$ cat src/hw/rtl/hfc_pkg.sv
`timescale 1ns / 1ps
// ----------------------------------------------------------------------------
// hfc_pkg
// Shared types and constants for the report frame checker.
// ----------------------------------------------------------------------------
package hfc_pkg;

  localparam int unsigned ByteW    = 8;
  localparam int unsigned CountW   = 9;
  localparam int unsigned CfgIdxW  = 4;
  localparam int unsigned CodeW    = 3;

  localparam logic [CountW-1:0] CountSat      = 9'd256;
  localparam logic [CountW-1:0] MaxSizedIndex = 9'd254;
  localparam logic [CountW-1:0] FrameOverhead = 9'd7;

  localparam logic [CountW-1:0] IdxSyncFirst  = 9'd1;
  localparam logic [CountW-1:0] IdxSyncSecond = 9'd2;
  localparam logic [CountW-1:0] IdxVersion    = 9'd3;
  localparam logic [CountW-1:0] IdxCommand    = 9'd4;
  localparam logic [CountW-1:0] IdxLength     = 9'd5;

  localparam logic [ByteW-1:0] RstSyncFirst  = 8'h55;
  localparam logic [ByteW-1:0] RstSyncSecond = 8'hAA;
  localparam logic [ByteW-1:0] RstVersion    = 8'h01;
  localparam logic [ByteW-1:0] RstMaxCommand = 8'd10;

  typedef enum logic [CfgIdxW-1:0] {
    RegSyncFirst  = 4'd0,
    RegSyncSecond = 4'd1,
    RegVersion    = 4'd2,
    RegMaxCommand = 4'd3
  } reg_idx_e;

  typedef enum logic [CodeW-1:0] {
    ErrNone     = 3'd0,
    ErrSize     = 3'd1,
    ErrHeader   = 3'd2,
    ErrCommand  = 3'd3,
    ErrChecksum = 3'd4
  } err_e;

  typedef struct packed {
    logic [ByteW-1:0] sync_first;
    logic [ByteW-1:0] sync_second;
    logic [ByteW-1:0] version_value;
    logic [ByteW-1:0] max_command;
  } cfg_t;

  typedef struct packed {
    logic            frame_ok;
    logic [CodeW-1:0] error_code;
  } result_t;

endpackage

$ cat src/hw/rtl/hfc_cfg_regs.sv
`timescale 1ns / 1ps
// ----------------------------------------------------------------------------
// hfc_cfg_regs
// Configuration register file holding the expected header values.
// ----------------------------------------------------------------------------
module hfc_cfg_regs (
  input  logic                         clk_i,
  input  logic                         rst_ni,
  input  logic                         cfg_valid_i,
  input  logic [hfc_pkg::CfgIdxW-1:0]  cfg_index_i,
  input  logic [hfc_pkg::ByteW-1:0]    cfg_data_i,
  output hfc_pkg::cfg_t                cfg_o
);

  hfc_pkg::cfg_t cfg_q;

  always_ff @(posedge clk_i or negedge rst_ni) begin
    if (!rst_ni) begin
      cfg_q.sync_first    <= hfc_pkg::RstSyncFirst;
      cfg_q.sync_second   <= hfc_pkg::RstSyncSecond;
      cfg_q.version_value <= hfc_pkg::RstVersion;
      cfg_q.max_command   <= hfc_pkg::RstMaxCommand;
    end else if (cfg_valid_i) begin
      case (cfg_index_i)
        hfc_pkg::RegSyncFirst:  cfg_q.sync_first    <= cfg_data_i;
        hfc_pkg::RegSyncSecond: cfg_q.sync_second   <= cfg_data_i;
        hfc_pkg::RegVersion:    cfg_q.version_value <= cfg_data_i;
        hfc_pkg::RegMaxCommand: cfg_q.max_command   <= cfg_data_i;
        default: ;
      endcase
    end
  end

  assign cfg_o = cfg_q;

endmodule

$ cat src/hw/rtl/hfc_check.sv
`timescale 1ns / 1ps
// ----------------------------------------------------------------------------
// hfc_check
// Per-frame state and the size, header, command and checksum checks.
// ----------------------------------------------------------------------------
module hfc_check (
  input  logic                      clk_i,
  input  logic                      rst_ni,
  input  hfc_pkg::cfg_t             cfg_i,
  input  logic                      step_i,
  input  logic [hfc_pkg::ByteW-1:0] data_byte_i,
  input  logic                      last_byte_i,
  output hfc_pkg::result_t          result_o
);

  logic [hfc_pkg::CountW-1:0] count_q, count_d;
  logic [hfc_pkg::ByteW-1:0]  len_q, len_d;
  logic                       hdr_good_q, hdr_good_d;
  logic                       cmd_good_q, cmd_good_d;
  logic [hfc_pkg::ByteW-1:0]  sum_q, sum_d;

  logic                       hdr_now, cmd_now, size_bad;
  logic [hfc_pkg::ByteW-1:0]  len_now;
  hfc_pkg::err_e              code;

  always_comb begin
    hdr_now = hdr_good_q;
    cmd_now = cmd_good_q;
    len_now = len_q;
    if ((count_q == hfc_pkg::IdxSyncFirst) && (data_byte_i != cfg_i.sync_first)) begin
      hdr_now = 1'b0;
    end
    if ((count_q == hfc_pkg::IdxSyncSecond) && (data_byte_i != cfg_i.sync_second)) begin
      hdr_now = 1'b0;
    end
    if ((count_q == hfc_pkg::IdxVersion) && (data_byte_i != cfg_i.version_value)) begin
      hdr_now = 1'b0;
    end
    if ((count_q == hfc_pkg::IdxCommand) && (data_byte_i > cfg_i.max_command)) begin
      cmd_now = 1'b0;
    end
    if (count_q == hfc_pkg::IdxLength) begin
      len_now = data_byte_i;
    end

    size_bad = (count_q > hfc_pkg::MaxSizedIndex) ||
               ((count_q + 9'd1) != ({1'b0, len_now} + hfc_pkg::FrameOverhead));

    if (size_bad) begin
      code = hfc_pkg::ErrSize;
    end else if (!hdr_now) begin
      code = hfc_pkg::ErrHeader;
    end else if (!cmd_now) begin
      code = hfc_pkg::ErrCommand;
    end else if (data_byte_i != sum_q) begin
      code = hfc_pkg::ErrChecksum;
    end else begin
      code = hfc_pkg::ErrNone;
    end

    result_o.frame_ok   = (code == hfc_pkg::ErrNone);
    result_o.error_code = code;
  end

  always_comb begin
    count_d    = count_q;
    len_d      = len_q;
    hdr_good_d = hdr_good_q;
    cmd_good_d = cmd_good_q;
    sum_d      = sum_q;
    if (step_i) begin
      if (last_byte_i) begin
        count_d    = '0;
        len_d      = '0;
        hdr_good_d = 1'b1;
        cmd_good_d = 1'b1;
        sum_d      = '0;
      end else begin
        len_d      = len_now;
        hdr_good_d = hdr_now;
        cmd_good_d = cmd_now;
        if (count_q != '0) begin
          sum_d = sum_q + data_byte_i;
        end
        if (count_q < hfc_pkg::CountSat) begin
          count_d = count_q + 9'd1;
        end
      end
    end
  end

  always_ff @(posedge clk_i or negedge rst_ni) begin
    if (!rst_ni) begin
      count_q    <= '0;
      len_q      <= '0;
      hdr_good_q <= 1'b1;
      cmd_good_q <= 1'b1;
      sum_q      <= '0;
    end else begin
      count_q    <= count_d;
      len_q      <= len_d;
      hdr_good_q <= hdr_good_d;
      cmd_good_q <= cmd_good_d;
      sum_q      <= sum_d;
    end
  end

endmodule

$ cat src/hw/rtl/hid_frame_checker_top.sv
`timescale 1ns / 1ps
// ----------------------------------------------------------------------------
// hid_frame_checker_top
// Checks received report frames byte by byte and reports one verdict per frame.
// ----------------------------------------------------------------------------
// Frame bytes enter on the input channel (data_byte_i, last_byte_i) with
// valid and ready. Each request lands in an input register, and the checks
// run combinationally between that register and the result register.
// Only a request marked last produces a result request on the output
// channel (frame_ok_o, error_code_o); the verdict enters the result register
// when the last byte steps out of the input register.
// One byte is accepted per cycle unless a last byte is held in the input
// register. While a result waits in the output register, bytes that are
// not last keep flowing; a second last byte waits in the input register
// until the receiver takes the pending result. Configuration writes carry
// a register index and data and are always accepted; indexes beyond the
// list are ignored. They are meant to be issued while no frame is in flight.
// Reset empties both registers, restores the register defaults and starts
// a new frame at byte index 0.
// ----------------------------------------------------------------------------
module hid_frame_checker_top (
  input  logic                                clk_i,
  input  logic                                rst_ni,
  input  logic                                in_valid_i,
  output logic                                in_ready_o,
  input  logic [hfc_pkg::ByteW-1:0]           data_byte_i,
  input  logic                                last_byte_i,
  output logic                                out_valid_o,
  input  logic                                out_ready_i,
  output logic                                frame_ok_o,
  output logic [hfc_pkg::CodeW-1:0]           error_code_o,
  input  logic                                cfg_valid_i,
  output logic                                cfg_ready_o,
  input  logic [hfc_pkg::CfgIdxW-1:0]         cfg_index_i,
  input  logic [hfc_pkg::ByteW-1:0]           cfg_data_i
);

  hfc_pkg::cfg_t              cfg;
  hfc_pkg::result_t           result;
  hfc_pkg::result_t           out_q;

  logic                       in_vld_q;
  logic [hfc_pkg::ByteW-1:0]  in_byte_q;
  logic                       in_last_q;
  logic                       out_vld_q;
  logic                       out_free;
  logic                       step;

  assign cfg_ready_o = 1'b1;

  hfc_cfg_regs u_cfg_regs (
    .clk_i       (clk_i),
    .rst_ni      (rst_ni),
    .cfg_valid_i (cfg_valid_i),
    .cfg_index_i (cfg_index_i),
    .cfg_data_i  (cfg_data_i),
    .cfg_o       (cfg)
  );

  assign out_free   = !out_vld_q || out_ready_i;
  assign step       = in_vld_q && (!in_last_q || out_free);
  assign in_ready_o = !in_vld_q || step;

  hfc_check u_check (
    .clk_i       (clk_i),
    .rst_ni      (rst_ni),
    .cfg_i       (cfg),
    .step_i      (step),
    .data_byte_i (in_byte_q),
    .last_byte_i (in_last_q),
    .result_o    (result)
  );

  always_ff @(posedge clk_i or negedge rst_ni) begin
    if (!rst_ni) begin
      in_vld_q <= 1'b0;
    end else if (in_ready_o) begin
      in_vld_q <= in_valid_i;
    end
  end

  always_ff @(posedge clk_i) begin
    if (in_ready_o && in_valid_i) begin
      in_byte_q <= data_byte_i;
      in_last_q <= last_byte_i;
    end
  end

  always_ff @(posedge clk_i or negedge rst_ni) begin
    if (!rst_ni) begin
      out_vld_q <= 1'b0;
    end else if (step && in_last_q) begin
      out_vld_q <= 1'b1;
    end else if (out_ready_i) begin
      out_vld_q <= 1'b0;
    end
  end

  always_ff @(posedge clk_i) begin
    if (step && in_last_q) begin
      out_q <= result;
    end
  end

  assign out_valid_o  = out_vld_q;
  assign frame_ok_o   = out_q.frame_ok;
  assign error_code_o = out_q.error_code;

endmodule

$ cat config.mk
export PLATFORM = sky130hd
export DESIGN_NAME = hid_frame_checker_top
export DESIGN_NICKNAME = d
export VERILOG_FILES = /design/src/hw/rtl/hfc_pkg.sv /design/src/hw/rtl/hfc_cfg_regs.sv /design/src/hw/rtl/hfc_check.sv /design/src/hw/rtl/hid_frame_checker_top.sv
export SDC_FILE = /design/constraint.sdc
export NUM_CORES = 1
export LEC_CHECK = 0
export CAP_MARGIN = 0
export CORE_MARGIN = 2
export CORE_UTILIZATION = 45
export CTS_CLUSTER_SIZE = 24
export DETAILED_ROUTE_END_ITERATION = 16
export DONT_BUFFER_PORTS = 1
export GPL_TIMING_DRIVEN = 0
export PLACE_DENSITY_LB_ADDON = 0.25
export RECOVER_POWER = 25
export SLEW_MARGIN = 0
export SYNTH_ARGS = -nofsm -noshare
export SYNTH_HDL_FRONTEND = slang
export SYNTH_SLANG_ARGS = --single-unit
$ cat constraint.sdc
create_clock -name clk_i -period 7.6 [get_ports clk_i]
set_clock_uncertainty 0.1 [all_clocks]
set_input_delay 0.38 -clock clk_i [delete_from_list [all_inputs] [get_ports clk_i]]
set_output_delay 0.38 -clock clk_i [all_outputs]
set_load 0.02 [all_outputs]
### Yosys cells after proc, flatten, opt, wreduce, memory -nomap -nowiden

Cells that the tools add are included.
Widths: inputs -> output; s select.

| word-level totals | value |
|---|---|
| register bits after elaboration | 74 |

| cells by class | value |
|---|---|
| equality and inequality tests | 13 |
| muxes and demuxes | 18 |
| add/subtract/negate cells | 3 |
| reduce and logical (&&, ||, !) cells | 26 |
| $lt $le $gt $ge | 3 |

Operators with widths:

| cell | count |
|---|---|
| $mux 8 | 4 |
| $ne 8x8->1 | 4 |
| $eq 9x2->1 const B | 2 |
| $eq 9x3->1 const B | 2 |
| $mux 9 | 2 |
| $mux 3 | 4 |
| $reduce_and 2->1 | 6 |
| $add 8x3->9 const B | 1 |
| $add 9x1->9 const B | 1 |
| $eq 9x1->1 const B | 1 |
| $gt 9x8->1 const B | 1 |
| $lt 9x9->1 const B | 1 |
| $ne 9x9->1 | 1 |
| $reduce_bool 9->1 | 1 |
| $add 8x8->8 | 1 |
| $eq 4x2->1 const B | 2 |
| $gt 8x8->1 | 1 |
| $mux 1 | 8 |
| $logic_and 1x1->1 | 7 |
| $reduce_bool 2->1 | 3 |
| $eq 4x1->1 const B | 1 |
| $logic_not 4->1 | 1 |
| $logic_or 1x1->1 | 4 |
| $logic_not 1->1 | 3 |
| $logic_not 3->1 | 1 |

### Longest topological paths before layout

Gate-level depths: netlist of run 1.

| logic depth | value |
|---|---|
| depth after elaboration | 8 |
| gate-level depth with buffers | 14 |
| gate-level depth less buffers | 13 |

### Cells and area by module

A second synthesis of run 1 with hierarchy kept.

| unflattened totals | value |
|---|---|
| cells, all modules | 405 |
| area total of the unflattened synthesis | 4,494.3 µm² |

By module, submodules not included:

| module | cells each | area each (µm²) | instances |
|---|---|---|---|
| hfc_check | 308 | 2,723.9 | 1 |
| hfc_cfg_regs | 72 | 1,262.5 | 1 |
| hid_frame_checker_top | 25 | 508.0 | 1 |

### Worst setup path after synthesis of run 1

OpenSTA, ideal clock, no wires.

| timing path | value |
|---|---|
| path kind | register -> register |
| start | reg u_check.count_q[1] in the netlist's numbering |
| end | reg out_q (netlist bit error_code_o[0]), data pin |
| cell stages (with the launch flop) | 14 |
| slack | 4.143 ns |
| arrival time | 3.075 ns |
| buffers on the path | 0 |
| library setup time | 0.282 ns |
| cell sequence | dfrtp_1 -> inv_1 -> ha_1 -> or4bb_1 -> nor3_1 -> a21oi_2 -> ha_1 -> inv_1 -> o21ai_0 -> nor2_1 -> a31oi_1 -> or4b_4 -> a2111oi_4 -> o21ai_0 |

RTL lines:

| item | RTL line | source |
|---|---|---|
| from (decl) | hfc_check.sv:16 | `logic [hfc_pkg::CountW-1:0] count_q, count_d;` |
| from (signal assigned) | hfc_check.sv:100 | `count_q <= count_d;` |
| to (signal assigned) | hid_frame_checker_top.sv:101 | `out_q <= result;` |
| to (decl) | hid_frame_checker_top.sv:40 | `hfc_pkg::result_t out_q;` |

==> results of run 1 <==
==> placed cells by master (no fill, tap or decap), drive strengths merged, types with 12 or more instances in the layout <==
cell type and n:
xnor2 37, nand4 12, edfxtp 13, o21ai 20, dfrtp 48, mux2 32, dfstp 13, ha 20
nand3 13, a21oi 13, a22o 13, nor2 18, nand2 28, clkbuf 23, inv 19
==> cell families after synthesis <==
family | Yosys count
AOI/OAI and AO/OA | 75
xor gates and xnor gates | 43
adders and majority gates | 21
buffers and inverters | 32
DFF | 74
muxes | 38
other | 1
and+or+nand+nor | 112
==> where the power goes <==
part / internal (mW) / total (mW) / switching (mW) / leakage, nW
clock network: 0.148 / 0.292 / 0.144 / 0.0948
logic: 0.167 / 0.335 / 0.169 / 0.953
registers: 0.486 / 0.539 / 0.0526 / 0.882
total: 0.800 / 1.17 / 0.365 / 1.93
==> registers in the layout (all words and copies together) (netlist names) <==
signal / cells
u_check.len_q: 8
u_check.cmd_good_q: 1
in_vld_q: 1
u_check.hdr_good_q: 1
u_cfg_regs.cfg_o: 32
u_check.sum_q: 8
out_valid_o: 1
frame_ok_o: 1
in_byte_q: 8
u_check.count_q: 9
error_code_o: 3
in_last_q: 1
==> area by class of cell <==
type                    count  area [µm²]  area share
flip-flops and latches     74        1930       0.411
clock buffers              13         170      0.0362
inverters                  19        71.3      0.0152
plain buffers              13        62.6      0.0133
well taps                 129         161      0.0343
clock inverters             3        21.3     0.00452
multi-input cells         290        2260       0.481
repair buffers              3        18.8     0.00399
==> worst max-delay path by stage <==
stage                       end  cells after the start
4_1_cts         error_code_o[0]                     13
5_1_grt        u_check.len_q[4]                      2
3_5_place_dp    error_code_o[0]                     13
3_3_place_gp    error_code_o[0]                     13
2_1_floorplan   error_code_o[0]                     13
6_report        error_code_o[0]                     13
==> critical path: cells and delay by family (launching register included) <==
kind,cells,cell delay (ns)
simple gates,4,1.56
fa+ha+maj,2,0.51
buf+inv,2,0.18
flops,1,0.45
compound gates,5,0.91
==> metal layers <==
layer	track usage	vias up	wire length (µm)
met3	0.0465	13	409
met5	0	-	0
met4	0.0615	0	134
met1	0.272	1483	4470
met2	0.303	61	4280
li1	-	1468	-
==> metrics by stage <==
stage                     area [µm²]  utilization
final                           4700        0.506
after global routing            4700        0.506
after CTS                       4720        0.508
after detailed placement        4490        0.484
after global placement          4490        0.484
after floorplan                 4330            -
==> flow_summary.yaml, run 1 <==
critical_path:
  reg2reg_from: "u_check.count_q[1]"
  startpoint: "u_check.count_q[1]"
  critPathMaxFanout: 6
  path_cells: "inv_1 -> ha_1 -> or4bb_1 -> nor3_1 -> a21oi_2 -> ha_1 -> inv_1 -> o21ai_0 -> nor2_1 -> a31oi_1 -> or4b_4 -> a2111oi_4 -> o21ai_0"
  rr_worst_depth: 13
  crit_type: "reg -> reg"
  end_kind: "flop"
  r2r_setup_slack_ns: 3.61
  cp-start-kind: "flop"
  slowest_stage: "or4bb_1"
  rr_endpoint: "error_code_o[0]"
  crit_arrival_ns: 3.95
  cp_slowest_stage_delay_ns: 0.62
  required_ns: 7.57
clocking:
  cts_made_buffers: 9
  h-tree-depth: 3
  ctsRootBufferMaster: "clkbuf_8"
  cts.clk_slew.worst_paths_ns: 0.08
  postCtsSetupBuffers: 0
  cts.repair.resized: 0
  clock-sinks: 74
  clock_latency_ns: 0.34
  cts_tree: "built"
  cts_buffer_depth: 2
  ctsHoldBuffers: 2
layout:
  final_cells: 544
  antenna_cells: 0
  nFillCells: 882
  syn_to_final_growth_pct: 8.58
  nets: 457
  post_route_cells_drive_above_1_share: 0.181
timing:
  period_needed_ns: 3.99
  finalCritPeriodShare: 0.525
  finalSetupTns_ns: 0
  worst_pin_slew_ns: 3.33
  hold_violations: 0
  slew-limit-headroom: -1.22
  worst_slack_ns: 3.61
  whs_ns: 0.0240
  rsz0062_at_grt: "false"
  setup_viol: 0
  fmax_mhz: 251
  slew_violations: 62
synth:
  synth_area_per_cell_um2: 10.9
  yosysWarnings: 0
  synth_ff_type: "dfrtp_1"
  synthArstFlopShare: 0.824
  synthTopCellsByCount: "48 x dfrtp_1, 37 x xnor2_1, 32 x mux2_2"
  synthAdderAreaFrac: 0.0624
  synth-simple-area-share: 0.146
  synthCells: 396
  synth_nets: 443
  synth_area_leaders: "dfrtp_1 28%, edfxtp_1 9.0%, mux2_2 8.3%"
  yosysSeqAreaShare: 0.447
  synth_top_area_share: 0.277
  synth_top_family_by_area: "simple AND/OR/NAND/NOR gates"
  ys_ff_latch: 74
  syn_area_um2: 4330
  synth_compound_area_frac: 0.123
  synth_cell_types: 61
  yosysMostFrequentCell: "dfrtp_1"
  yosysTopAreaCell: "dfrtp_1"
  yosys.area_share.xor_xnor: 0.0902
  synth_edf_count: 13
  muxShareOfSynthArea: 0.100
min_path:
  hold_depth: 0
  hold_end: "in_byte_q[5]"
  min_path_type: "in -> reg"
  hp-start: "data_byte_i[5]"
global_route:
  grt_overflow: 0
  antenna_found_initial: 0
  groute.usage.overall: 0.195
  grt_pass1_wl_um: 15600
  grt_start_max_net_pins: 62
  grt_pass1_vias: 3087
run_status:
  failed_checks: "max-capacitance violations, max-slew violations"
  outcome: "finished with violations"
placement:
  pre_cts_slack_ns: 3.66
  port_buffers: 0
  routabilityCongestion: 0.926
  placedCellCount: 525
  place_hpwl_um: 6930
route:
  drcViolationCount: 0
  post_drt_via_cell_ratio: 5.56
  drt_first_pass_iters: 4
  first_iter_violations: 110
  drt-total-wl_um: 9300
  vias: 3025
  wl_per_cell_um: 17.1
  ant_nets: 0
power_and_ir_drop:
  power.density_nw_per_um2: 248
  ir_drop_mv: 0.128
  power_mw: 1.17
  p_leak_nw: 1.93
job:
  drv_cap: 1
floorplanning:
  die_w_um: 102
  dieArea_um2: 10400
  start_util: 0.466
  num_rows: 35
  die_h_um: 102
  ios: 33
  fp.coreArea_um2: 9280
Power figures use the tool's default switching activity.
==> run 2: changes to the inputs <==
==> constraint.sdc (replaced) <==
create_clock -name clk_i -period 3.5 [get_ports clk_i]
set_clock_uncertainty 0.1 [all_clocks]
set_input_delay 0.175 -clock clk_i [delete_from_list [all_inputs] [get_ports clk_i]]
set_output_delay 0.175 -clock clk_i [all_outputs]
set_load 0.02 [all_outputs]
==> run 2 against run 1 <==
Compared with the run above: the flow still finishes with violations (max-capacitance violations, max-slew violations); first-iteration DRC count increased by 3.6%; worst hold slack improved by 0.063 ns; count of clock-buffer cells in the layout unchanged; sequential power increased by 120%; core utilization increased by 3.5 points; global-route usage increased by 0.71 points; non-clock buffer count increased by 29; clock power increased by 120%.
==> flow_summary.yaml, run 2 (same netlist as run 1, synthesis figures left out) <==
min_path:
  min_path_type: "in -> reg"
timing:
  finalSetupTns_ns: 0
  setup_viol: 0
  whs_ns: 0.0874
  finalCritPeriodShare: 0.975
  period_needed_ns: 3.41
  worst_slack_ns: 0.0892
  rsz0062_at_grt: "true"
  hold_violations: 0
  slew-limit-headroom: -0.0377
  slew_violations: 62
  worst_pin_slew_ns: 1.56
  fmax_mhz: 293
run_status:
  failed_checks: "max-capacitance violations, max-slew violations"
  outcome: "finished with violations"
clocking:
  ctsRootBufferMaster: "clkbuf_8"
  cts_made_buffers: 9
  clock-sinks: 74
  cts.clk_slew.worst_paths_ns: 0.08
  h-tree-depth: 3
  cts_tree: "built"
  cts_buffer_depth: 2
  clock_latency_ns: 0.34
route:
  drcViolationCount: 0
  drt-total-wl_um: 9680
  drt_first_pass_iters: 7
  vias: 3180
  first_iter_violations: 114
  ant_nets: 0
  wl_per_cell_um: 16.9
  post_drt_via_cell_ratio: 5.55
placement:
  place_hpwl_um: 6930
  routabilityCongestion: 0.926
  pre_cts_slack_ns: -0.440
  port_buffers: 0
layout:
  largest_register_ffs: 32
  syn_to_final_growth_pct: 16.0
  final_common_cell: "dfrtp_1"
  nFillCells: 854
  nets: 486
  antenna_cells: 0
  layout_common_cells: "44 x dfrtp_1, 37 x xnor2_1, 32 x mux2_2"
  post_route_cells_drive_above_1_share: 0.225
global_route:
  grt_start_max_net_pins: 62
  grt_overflow: 0
  grt_pass1_wl_um: 16300
  grt_pass1_vias: 3267
  antenna_found_initial: 0
  groute.usage.overall: 0.202
critical_path:
  crit_type: "reg -> reg"
  r2r_setup_slack_ns: 0.09
  crit_arrival_ns: 3.49
  cp-start-kind: "flop"
  end_kind: "flop"
  required_ns: 3.58
  critPathMaxFanout: 5
power_and_ir_drop:
  ir_drop_mv: 0.284
  power.density_nw_per_um2: 515
  p_leak_nw: 2.05
floorplanning:
  num_rows: 35
  fp.coreArea_um2: 9280
  die_h_um: 102
  dieArea_um2: 10400
  ios: 33
  die_w_um: 102
  start_util: 0.466
job:
  drv_cap: 1
==> run 2: cell types whose count changed in the layout (fill, tap and decap cells not counted), moves of 2 or more <==
cell | previous run | this run
dfrtp_2 | 0 | 4
nor4_2 | 0 | 2
buf_4 | 1 | 13
dlygate4sd3_1 | 1 | 20
ha_1 | 20 | 18
o21ai_0 | 16 | 14
nor4_1 | 5 | 3
inv_2 | 0 | 2
inv_1 | 19 | 17
dfrtp_1 | 48 | 44
==> run 2: per-layer routing <==
layer  global-route usage  routed length [µm]  up-vias
li1                     -                   -     1528
met1                0.275                4600     1573
met2                0.330                4640       69
met3               0.0410                 329       10
met4               0.0585                 106        0
met5                    0                   0        -
==> run 2: critical path, stage by stage (launching register included) <==
cell and delay [ns]:
dfrtp_2 0.42, inv_2 0.08, ha_4 0.15, or4bb_4 0.50
nor3_4 0.19, a21oi_2 0.07, ha_2 0.20, inv_2 0.06
o21ai_2 0.06, nor2_1 0.13, a31oi_1 0.07, or4b_4 0.52
a2111oi_4 0.35, buf_4 0.18, nor4b_4 0.18
==> run 2: per-stage QoR <==
| step | instances | cell area (µm²) | util | total power, mW |
|---|---|---|---|---|
| CTS | 566 | 4970 | 0.535 | 2.59 |
| detailed placement | 525 | 4490 | 0.484 | 1.89 |
| finish | 573 | 5020 | 0.541 | 2.59 |
| global route | 573 | 5020 | 0.541 | 2.74 |
| floorplan | 396 | 4330 | - | 1.74 |
| global placement | 525 | 4490 | 0.484 | 1.86 |
==> run 2: final cells by class <==
class	count	area, µm²	area share
buffer	12	51.3	0.0102
clock inverter	3	21.3	0.00424
multi-input combinational	290	2310	0.461
inverter	19	71.3	0.0142
clock buffer	13	170	0.0339
timing repair buffer	33	295	0.0588
sequential	74	1940	0.386
tap	129	161	0.0321
==> run 2: worst paths after layout <==
kind,cells after the start,end,start
worst min-delay path,2,u_cfg_regs.cfg_o[11],cfg_index_i[0]
worst min register to register,2,u_check.sum_q[2],u_check.sum_q[2]
max in group asynchronous,2,u_check.count_q[3],rst_ni
worst max register to register,14,frame_ok_o,u_check.count_q[1]
min in group asynchronous,2,u_check.len_q[2],rst_ni
worst max-delay path,14,frame_ok_o,u_check.count_q[1]
==> run 2: power breakdown <==
| part | switching [mW] | total [mW] | internal, mW |
|---|---|---|---|
| Sequential | 0.112 | 1.17 | 1.06 |
| Combinational | 0.387 | 0.784 | 0.397 |
| Clock | 0.313 | 0.634 | 0.321 |
| Total | 0.811 | 2.59 | 1.77 |
==> run 2: what timing repair did <==
item | 4_1_cts | 5_1_grt
buffers inserted | 4 | 8
pin swaps | 4 | 7
gates resized for setup | 9 | 8
hold buffers | 21 | 0
endpoints found under the hold margin | 104 | 0
setup endpoints to repair | 4 | 4
